--- config.mk ---
export PLATFORM = sky130hd
export DESIGN_NAME = three_axis_step_dir_generator_core
export DESIGN_NICKNAME = d
export VERILOG_FILES = /design/src/rtl/stp_pkg.sv /design/src/rtl/stp_front.sv /design/src/rtl/stp_queue.sv /design/src/rtl/stp_back.sv /design/src/rtl/three_axis_step_dir_generator_core.sv
export SDC_FILE = /design/constraint.sdc
export NUM_CORES = 2
export LEC_CHECK = 0
export ABC_AREA = 1
export BUFFER_PORTS_ARGS = -buffer_cell sky130_fd_sc_hd__buf_2
export CAP_MARGIN = 20
export CORE_ASPECT_RATIO = 1.25
export CORE_MARGIN = 4
export CORE_UTILIZATION = 50
export DETAILED_ROUTE_END_ITERATION = 8
export HOLD_SLACK_MARGIN = 0.02
export PLACE_DENSITY = 0.7
export SETUP_SLACK_MARGIN = 0.5
export SYNTH_ARGS = -nofsm -noshare
export SYNTH_HDL_FRONTEND = slang
export SYNTH_SLANG_ARGS = --single-unit
export TNS_END_PERCENT = 20
--- constraint.sdc ---
create_clock -name clk_i -period 5.1 [get_ports clk_i]
set_input_delay 0.255 -clock clk_i [delete_from_list [all_inputs] [get_ports clk_i]]
set_output_delay 0.255 -clock clk_i [all_outputs]
set_load 0.01 [all_outputs]
--- src/rtl/stp_pkg.sv ---
// ----------------------------------------------------------------------------
// stp_pkg: shared types and constants
// Word formats, decoded queue entry and sizes for the step/dir generator.
// ----------------------------------------------------------------------------
package stp_pkg;

  localparam int MotorCount = 3;
  localparam int TimeWidth  = 32;
  localparam int RegWidth   = 20;
  localparam int PosWidth   = 32;
  localparam int DelayWidth = 32;
  localparam int QDepth     = 2;
  localparam int QPtrWidth  = (QDepth > 1) ? $clog2(QDepth) : 1;
  localparam int QCntWidth  = $clog2(QDepth + 1);

  localparam logic OP_TICK = 1'b0;
  localparam logic OP_CMD  = 1'b1;

  localparam logic CFG_MIN_PERIOD = 1'b0;
  localparam logic CFG_MAX_PERIOD = 1'b1;

  localparam logic [RegWidth-1:0] MIN_PERIOD_RST  = RegWidth'(10);
  localparam logic [RegWidth-1:0] MAX_PERIOD_RST  = RegWidth'(1000000);
  localparam logic [RegWidth-1:0] HALF_PERIOD_RST = RegWidth'(1000);

  typedef struct packed {
    logic                         op;
    logic [TimeWidth-1:0]         now_us;
    logic signed [DelayWidth-1:0] delay_a;
    logic signed [DelayWidth-1:0] delay_b;
    logic signed [DelayWidth-1:0] delay_c;
  } in_word_t;

  typedef struct packed {
    logic                       step_out_a;
    logic                       step_out_b;
    logic                       step_out_c;
    logic                       dir_out_a;
    logic                       dir_out_b;
    logic                       dir_out_c;
    logic signed [PosWidth-1:0] pos_a;
    logic signed [PosWidth-1:0] pos_b;
    logic signed [PosWidth-1:0] pos_c;
    logic [MotorCount-1:0]      enable_mask;
  } out_word_t;

  // classified item as it sits in the queue
  typedef struct packed {
    logic                                 op;
    logic [TimeWidth-1:0]                 now_us;
    logic [MotorCount-1:0]                en;
    logic [MotorCount-1:0]                dir;
    logic [MotorCount-1:0][RegWidth-1:0]  period;
  } cmd_t;

  typedef struct packed {
    logic                 not_empty;
    logic                 full;
    logic [QCntWidth-1:0] count;
  } q_stat_t;

endpackage

--- src/rtl/stp_front.sv ---
// ----------------------------------------------------------------------------
// stp_front: input classification
// Holds the period limits and decodes each word into per-motor enable,
// half period and direction, ready for the queue.
// ----------------------------------------------------------------------------
module stp_front (
  input  logic                          clk_i,
  input  logic                          rst_ni,
  input  logic                          cfg_we_i,
  input  logic                          cfg_idx_i,
  input  logic [stp_pkg::RegWidth-1:0]  cfg_wdata_i,
  input  stp_pkg::in_word_t             in_data_i,
  output stp_pkg::cmd_t                 cmd_o
);

  logic [stp_pkg::RegWidth-1:0]   min_q, min_d;
  logic [stp_pkg::RegWidth-1:0]   max_q, max_d;
  logic [stp_pkg::DelayWidth-1:0] dly [stp_pkg::MotorCount];
  logic [stp_pkg::DelayWidth-1:0] mag [stp_pkg::MotorCount];

  always_comb begin
    min_d = min_q;
    max_d = max_q;
    if (cfg_we_i) begin
      case (cfg_idx_i)
        stp_pkg::CFG_MIN_PERIOD: min_d = cfg_wdata_i;
        stp_pkg::CFG_MAX_PERIOD: max_d = cfg_wdata_i;
        default: ;
      endcase
    end
  end

  always_ff @(posedge clk_i or negedge rst_ni) begin
    if (!rst_ni) begin
      min_q <= stp_pkg::MIN_PERIOD_RST;
      max_q <= stp_pkg::MAX_PERIOD_RST;
    end else begin
      min_q <= min_d;
      max_q <= max_d;
    end
  end

  assign dly[0] = in_data_i.delay_a;
  assign dly[1] = in_data_i.delay_b;
  assign dly[2] = in_data_i.delay_c;

  // most negative delay has magnitude 2^31, always above the limit
  always_comb begin
    cmd_o.op     = in_data_i.op;
    cmd_o.now_us = in_data_i.now_us;
    for (int m = 0; m < stp_pkg::MotorCount; m++) begin
      mag[m] = dly[m][stp_pkg::DelayWidth-1] ? (~dly[m] + 1'b1) : dly[m];
      cmd_o.en[m] =
        (mag[m] >= {{(stp_pkg::DelayWidth-stp_pkg::RegWidth){1'b0}}, min_q}) &&
        (mag[m] <= {{(stp_pkg::DelayWidth-stp_pkg::RegWidth){1'b0}}, max_q});
      cmd_o.dir[m]    = !dly[m][stp_pkg::DelayWidth-1] && (mag[m] != '0);
      cmd_o.period[m] = mag[m][stp_pkg::RegWidth-1:0];
    end
  end

endmodule

--- src/rtl/stp_queue.sv ---
// ----------------------------------------------------------------------------
// stp_queue: decoupling queue
// Short FIFO of classified words between the front and the motor engine.
// ----------------------------------------------------------------------------
module stp_queue (
  input  logic              clk_i,
  input  logic              rst_ni,
  input  logic              push_i,
  input  stp_pkg::cmd_t     push_data_i,
  input  logic              pop_i,
  output stp_pkg::cmd_t     pop_data_o,
  output stp_pkg::q_stat_t  stat_o
);

  stp_pkg::cmd_t                   mem [stp_pkg::QDepth];
  logic [stp_pkg::QPtrWidth-1:0]   wptr_q, wptr_d, rptr_q, rptr_d;
  logic [stp_pkg::QCntWidth-1:0]   cnt_q, cnt_d;

  function automatic logic [stp_pkg::QPtrWidth-1:0] ptr_inc(
    input logic [stp_pkg::QPtrWidth-1:0] p
  );
    if (p == stp_pkg::QPtrWidth'(stp_pkg::QDepth - 1)) return '0;
    return p + 1'b1;
  endfunction

  always_comb begin
    wptr_d = push_i ? ptr_inc(wptr_q) : wptr_q;
    rptr_d = pop_i ? ptr_inc(rptr_q) : rptr_q;
    cnt_d  = cnt_q;
    if (push_i && !pop_i) cnt_d = cnt_q + 1'b1;
    if (!push_i && pop_i) cnt_d = cnt_q - 1'b1;
  end

  always_ff @(posedge clk_i or negedge rst_ni) begin
    if (!rst_ni) begin
      wptr_q <= '0;
      rptr_q <= '0;
      cnt_q  <= '0;
    end else begin
      wptr_q <= wptr_d;
      rptr_q <= rptr_d;
      cnt_q  <= cnt_d;
    end
  end

  always_ff @(posedge clk_i) begin
    if (push_i) begin
      mem[wptr_q] <= push_data_i;
    end
  end

  assign pop_data_o       = mem[rptr_q];
  assign stat_o.not_empty = (cnt_q != '0);
  assign stat_o.full      = (cnt_q == stp_pkg::QCntWidth'(stp_pkg::QDepth));
  assign stat_o.count     = cnt_q;

endmodule

--- src/rtl/stp_back.sv ---
// ----------------------------------------------------------------------------
// stp_back: motor engine
// Applies commands and ticks to per-motor state and registers the result word.
// ----------------------------------------------------------------------------
module stp_back (
  input  logic                clk_i,
  input  logic                rst_ni,
  input  logic                q_valid_i,
  input  stp_pkg::cmd_t       q_data_i,
  output logic                q_pop_o,
  output logic                out_valid_o,
  input  logic                out_ready_i,
  output stp_pkg::out_word_t  out_data_o
);

  localparam int MC = stp_pkg::MotorCount;

  logic [MC-1:0]                  step_q, step_d;
  logic [MC-1:0]                  cdir_q, cdir_d;
  logic [MC-1:0]                  dir_q, dir_d;
  logic [MC-1:0]                  en_q, en_d;
  logic [stp_pkg::RegWidth-1:0]   half_q [MC];
  logic [stp_pkg::RegWidth-1:0]   half_d [MC];
  logic [stp_pkg::TimeWidth-1:0]  last_q [MC];
  logic [stp_pkg::TimeWidth-1:0]  last_d [MC];
  logic [stp_pkg::PosWidth-1:0]   pos_q  [MC];
  logic [stp_pkg::PosWidth-1:0]   pos_d  [MC];
  logic [stp_pkg::TimeWidth-1:0]  elapsed [MC];
  logic                           out_valid_q, out_valid_d;
  stp_pkg::out_word_t             out_q, out_d;

  assign q_pop_o = q_valid_i && (!out_valid_q || out_ready_i);

  always_comb begin
    step_d = step_q;
    cdir_d = cdir_q;
    dir_d  = dir_q;
    en_d   = en_q;
    for (int m = 0; m < MC; m++) begin
      half_d[m]  = half_q[m];
      last_d[m]  = last_q[m];
      pos_d[m]   = pos_q[m];
      elapsed[m] = q_data_i.now_us - last_q[m];
      if (q_data_i.op == stp_pkg::OP_CMD) begin
        en_d[m] = q_data_i.en[m];
        if (q_data_i.en[m]) begin
          half_d[m] = q_data_i.period[m];
          cdir_d[m] = q_data_i.dir[m];
        end
      end else if (!en_q[m]) begin
        last_d[m] = q_data_i.now_us;
      end else if (elapsed[m] >=
                   {{(stp_pkg::TimeWidth-stp_pkg::RegWidth){1'b0}}, half_q[m]}) begin
        last_d[m] = q_data_i.now_us;
        step_d[m] = ~step_q[m];
        dir_d[m]  = cdir_q[m];
        // rising edge of the step line moves the position
        if (!step_q[m]) begin
          pos_d[m] = cdir_q[m] ? pos_q[m] + 1'b1 : pos_q[m] - 1'b1;
        end
      end
    end
  end

  always_comb begin
    out_d.step_out_a  = step_d[0];
    out_d.step_out_b  = step_d[1];
    out_d.step_out_c  = step_d[2];
    out_d.dir_out_a   = dir_d[0];
    out_d.dir_out_b   = dir_d[1];
    out_d.dir_out_c   = dir_d[2];
    out_d.pos_a       = pos_d[0];
    out_d.pos_b       = pos_d[1];
    out_d.pos_c       = pos_d[2];
    out_d.enable_mask = en_d;
  end

  always_comb begin
    out_valid_d = out_valid_q;
    if (q_pop_o) out_valid_d = 1'b1;
    else if (out_ready_i) out_valid_d = 1'b0;
  end

  always_ff @(posedge clk_i or negedge rst_ni) begin
    if (!rst_ni) begin
      step_q      <= '0;
      cdir_q      <= '0;
      dir_q       <= '0;
      en_q        <= '0;
      out_valid_q <= 1'b0;
      for (int m = 0; m < MC; m++) begin
        half_q[m] <= stp_pkg::HALF_PERIOD_RST;
        last_q[m] <= '0;
        pos_q[m]  <= '0;
      end
    end else begin
      out_valid_q <= out_valid_d;
      if (q_pop_o) begin
        step_q <= step_d;
        cdir_q <= cdir_d;
        dir_q  <= dir_d;
        en_q   <= en_d;
        for (int m = 0; m < MC; m++) begin
          half_q[m] <= half_d[m];
          last_q[m] <= last_d[m];
          pos_q[m]  <= pos_d[m];
        end
      end
    end
  end

  always_ff @(posedge clk_i) begin
    if (q_pop_o) begin
      out_q <= out_d;
    end
  end

  assign out_valid_o = out_valid_q;
  assign out_data_o  = out_q;

endmodule

--- src/rtl/three_axis_step_dir_generator_core.sv ---
// ----------------------------------------------------------------------------
// three_axis_step_dir_generator_core: three-motor step/dir pulse generator
// Front classifies words, a two-entry queue decouples it from the motor engine.
// ----------------------------------------------------------------------------
// Path: an accepted input word is written into the queue, then popped into the
//   output register when that register is free or is being read out.
// Throughput: one word per cycle while out_ready_i holds; each motor's state is registered on every pop.
// Reset: asynchronous; motors disabled, positions zero, half periods 1000,
//   limits back to 10 and 1000000.
module three_axis_step_dir_generator_core (
  input  logic                          clk_i,
  input  logic                          rst_ni,
  input  logic                          cfg_we_i,
  input  logic                          cfg_idx_i,
  input  logic [stp_pkg::RegWidth-1:0]  cfg_wdata_i,
  input  logic                          in_valid_i,
  output logic                          in_ready_o,
  input  stp_pkg::in_word_t             in_data_i,
  output logic                          out_valid_o,
  input  logic                          out_ready_i,
  output stp_pkg::out_word_t            out_data_o
);

  stp_pkg::cmd_t     front_cmd;
  stp_pkg::cmd_t     q_data;
  stp_pkg::q_stat_t  q_stat;
  logic              q_push;
  logic              q_pop;

  stp_front u_front (
    .clk_i       (clk_i),
    .rst_ni      (rst_ni),
    .cfg_we_i    (cfg_we_i),
    .cfg_idx_i   (cfg_idx_i),
    .cfg_wdata_i (cfg_wdata_i),
    .in_data_i   (in_data_i),
    .cmd_o       (front_cmd)
  );

  assign in_ready_o = !q_stat.full;
  assign q_push     = in_valid_i && in_ready_o;

  stp_queue u_queue (
    .clk_i       (clk_i),
    .rst_ni      (rst_ni),
    .push_i      (q_push),
    .push_data_i (front_cmd),
    .pop_i       (q_pop),
    .pop_data_o  (q_data),
    .stat_o      (q_stat)
  );

  stp_back u_back (
    .clk_i       (clk_i),
    .rst_ni      (rst_ni),
    .q_valid_i   (q_stat.not_empty),
    .q_data_i    (q_data),
    .q_pop_o     (q_pop),
    .out_valid_o (out_valid_o),
    .out_ready_i (out_ready_i),
    .out_data_o  (out_data_o)
  );

  a_no_pop_empty: assert property (@(posedge clk_i) disable iff (!rst_ni)
    q_pop |-> q_stat.not_empty)
    else $error("queue popped while empty");

  a_word_tracked: assert property (@(posedge clk_i) disable iff (!rst_ni)
    q_push |=> (q_stat.not_empty || out_valid_o))
    else $error("accepted word lost between queue and output");

  a_count_bound: assert property (@(posedge clk_i) disable iff (!rst_ni)
    q_stat.count <= stp_pkg::QCntWidth'(stp_pkg::QDepth))
    else $error("queue count over depth");

endmodule
==> parameters.txt <==
Parameter                              Value

Critical path
  Reg-to-reg slack, setup ... about 0.58 ns
  Start of the worst register-to-register path ... u_queue.rptr_q$_DFFE_PN0P_
  End of the worst register-to-register path ... u_back.out_data_o[4]$_DFFE_PP_
  Kind of start point of the critical path ... flip-flop
  Crit-path max cell delay ... about 0.55 ns
  Logic depth of the worst register-to-register path ... 32
  Critical path arrival ... around 4.9 ns
  Type of element capturing the critical path ... flip-flop
  Slowest cell on crit path ... dfrtp_4
  Required time of the worst setup path ... 5.48 ns
  Critical path class ... flip-flop to flip-flop
  Critical Path Most Common Cell ... nand2_1
  Max Fanout on Critical Path ... 14
  Sum of buffers and inverters on the critical path ... 6
  Top Family by Delay on Critical Path ... simple AND/OR/NAND/NOR gates

Synthesis
  Synth Register Bits ... 612
  Library cell occupying the most area in the post-synthesis netlist ... edfxtp_1
  Synthesized instance count ... ~5500
  Mean cell area of the mapped netlist ... 7.605 um^2
  Mapped cell area ... roughly 0.042 mm^2
  Synthesized Nets ... 6065
  Seq/Total Area, Yosys ... roughly two fifths
  Count of flip-flops with a built-in enable after synthesis ... around 300
  Proportion of netlist area held by the largest area contributor ... 21.62%
  Cells taking the most area after synthesis ... edfxtp_1 (22%), dfrtp_1 (17%), nand2_1 (16%)
  Main flop type after synthesis ... edfxtp_1
  Cell types with the highest counts after synthesis ... nand2_1 (1835), inv_1 (733), nor2_1 (479), ha_1 (370), a21oi_1 (315)
  Fraction of synthesis flops using an asynchronous set or reset pin ... a little over 50%
  Most common cell in the netlist ... nand2_1
  Count of cell types in the netlist ... 57
  Number of warnings issued by yosys ... 0

STA
  Clock skew ... about 0.018 ns
  Total count of max-transition violations in the final report ... 0
  Max_slew headroom ... between 20% and 30%
  Measured slew at the worst slew-check pin ... ~1.1 ns
  Hold Slack ... ~0.13 ns
  RSZ-0062 raised after global routing ... yes
  Final worst path period need ... roughly 4.5 ns
  Setup WS post-layout ... roughly 0.58 ns
  Final number of hold-violating endpoints ... 0
  Final period utilization ... ~89%
  Fmax ... ~220 MHz
  Total of endpoints with negative setup slack in the final report ... 0

Pwr
  Post-layout power ... approximately 38 mW
  Maximum vdd drop ... between 400 and 500 uV
  Power density over the cells ... approximately 760 mW/mm^2
  Leakage ... ~25 nW

CTS
  Clock latency on the worst-skew pair ... between 0.6 and 0.7 ns
  Clock tree from TritonCTS ... done
  Clock transition at the registers of the reported paths ... around 0.060 ns
  Root Driver ... clkbuf_16
  Maximum root-to-sink buffer count ... 3
  Clock buffers created by TritonCTS ... 68
  Number of clock sinks ... 612
  Number of H-tree levels ... 3

Placement
  Placed wire-length estimate ... between 90000 and 100000 um
  Placer's final routability congestion estimate ... 0.9694
  DP Area ... between 0.04 and 0.05 mm^2
  Number of buffer cells added on primary ports ... 261
  Worst setup timing slack at the placement stage ... 0.1724 ns

Global route
  Total Routing Usage GR ... 26.94%
  Overflow left after global routing ... 0
  Global-route wire length before repair ... around 190000 um
  Largest net degree at the start of global routing ... 100
  Via count of the first global-routing pass ... between 30000 and 40000
  Antenna violations before repair ... 2

Run
  Max-cap check violation count ... 0

Die
  Die ar. ... between 0.08 and 0.09 mm^2
  Number of placement rows ... between 100 and 150
  Core outline area ... between 0.08 and 0.09 mm^2
  Die Wd ... ~270 um
  Starting utilization of the core area ... between 50 and 60%
  Vertical die dimension ... approximately 330 um
  IO Count ... about 260

Detailed routing
  Number of DRC markers in iteration 0 ... around 2700
  Routed via count divided by cell count ... about 5.3
  Pre-Repair DR Iteration Count ... 6
  Total detailed-routing wirelength ... approximately 120000 um
  Count of nets left with antenna violations after detail routing ... 0
  Wire per inst ... around 18 um
  Total vias in the final route ... around 38000
  Number of design rule violations left after detail routing ... 0

Status
  Outcome ... complete, no violations

Worst hold path
  End point of the worst hold path ... u_queue.mem[1][28]$_DFFE_PP_
  Hold Path Cell Cnt ... 2
  Hold Startpoint ... in_data_i[40]
  Class of the tightest hold or removal check ... primary input to flip-flop

Cells and area
  Proportion of layout cells with a drive suffix above 1 ... between 10% and 20%
  Sequential cell area ... 0.01687 mm^2
  Layout filler cell count ... ~7500
  Post-layout utilization of the core ... between 50% and 60%
  P&R area growth vs syn ... 18.01%
  Post-layout net count ... between 6000 and 7000
  Multi-input gate area in the final layout ... about 0.023 mm^2
  Final design instance area without fill ... ~0.05 mm^2
==> power by group <==
group	switching (mW)	total [mW]	leakage, nW	internal, mW
clock network	2.15	5.18	1.15	3.03
registers	0.901	8.39	6.60	7.49
logic	15.4	24.1	17.0	8.64
==> what timing repair did <==
action / in CTS / in global routing
pin swaps: 10 / 37
gates resized for setup: 55 / 195
hold buffers: 60 / 0
endpoints found under the setup margin: 280 / 297
cloned: 5 / 11
hold endpoints to repair: 197 / 0
buffers inserted: 10 / 22
==> per-layer routing <==
metal | vias to the layer above | GRT usage [%] | share of wire [%] | routed length (um)
met5 | - | 0 | 0 | 0
li1 | 18840 | - | - | -
met3 | 262 | 3.054 | 4.8 | 5962
met1 | 17620 | 35.84 | 43 | 53650
met2 | 1000 | 44.93 | 47 | 58450
met4 | 0 | 11.14 | 4.8 | 6017
==> worst max path at each step <==
stage          slack, ns                    startpoint                               to  depth (start not counted)
6_report            0.58    u_queue.rptr_q$_DFFE_PN0P_   u_back.out_data_o[4]$_DFFE_PP_                         32
5_1_grt             0.30    u_queue.rptr_q$_DFFE_PN0P_     u_back.pos_q[75]$_DFFE_PN0P_                         32
4_1_cts             0.45    u_queue.rptr_q$_DFFE_PN0P_  u_back.out_data_o[65]$_DFFE_PP_                         33
3_5_place_dp        0.17    u_queue.rptr_q$_DFFE_PN0P_     u_back.pos_q[19]$_DFFE_PN0P_                         28
3_3_place_gp        0.24    u_queue.rptr_q$_DFFE_PN0P_      u_back.pos_q[8]$_DFFE_PN0P_                         28
2_1_floorplan      -0.27  u_queue.cnt_q[0]$_DFFE_PN0P_      u_queue.mem[0][0]$_DFFE_PP_                          4
==> state kept, by name, summed over array words and instances (netlist names) <==
| register | cells |
|---|---|
| u_back.cdir_q | 3 |
| u_back.en_q | 3 |
| u_back.half_q | 60 |
| u_queue.rptr_q | 1 |
| u_queue.mem | 198 |
| u_back.dir_q | 3 |
| u_queue.cnt_q | 2 |
| u_queue.wptr_q | 1 |
| u_back.out_valid_o | 1 |
| u_back.out_data_o | 105 |
| u_front.min_q | 20 |
| u_back.pos_q | 96 |
| u_back.step_q | 3 |
| u_back.last_q | 96 |
| u_front.max_q | 20 |
==> through the flow <==
stage / std cells / setup TNS (ns)
after floorplan: 5534 / -26.50
after global placement: 6833 / 0
after detailed placement: 6833 / 0
after CTS: 7034 / 0
after global routing: 7069 / 0
final: 7071 / 0
==> layout make-up <==
cell class / count / share of cell area (%)
Multi-Input combinational cell: 4073 / 46.08
Sequential cell: 612 / 33.96
Timing Repair Buffer: 440 / 6.880
Inverter: 738 / 5.595
Clock buffer: 88 / 3.890
Tap cell: 1080 / 2.721
Clock inverter: 38 / 0.8641
Antenna cell: 2 / 0.01008
==> kinds of logic (layout without fill, tap and decap cells) <==
kind of cell / Yosys count / count (layout) / synth area share (%)
adders and majority gates: 376 / 376 / 11.28
muxes: 1 / 1 / 0.02378
DFF: 612 / 612 / 40.07
AOI/OAI and AO/OA: 783 / 783 / 10.61
other: 0 / 2 / 0
buffers and inverters: 849 / 1304 / 7.807
xor gates and xnor gates: 210 / 210 / 4.370
and+or+nand+nor: 2703 / 2703 / 25.83
==> layout by cell type, fill, tap and decap left out, drive strengths merged, types with 27 or more instances in the layout <==
master | netlist | final
nor3 | 54 | 54
nor2 | 488 | 488
dfstp | 27 | 27
xor2 | 146 | 146
a21oi | 341 | 341
nand2 | 1838 | 1838
buf | 36 | 369
ha | 370 | 370
edfxtp | 303 | 303
nand4 | 67 | 67
nand3 | 186 | 186
a31oi | 82 | 82
dfrtp | 282 | 282
clkbuf | 75 | 98
dlygate4sd3 | 0 | 60
xnor2 | 64 | 64
o21ai | 254 | 254
inv | 734 | 744
No activity file was read; power rests on OpenSTA's default activity.
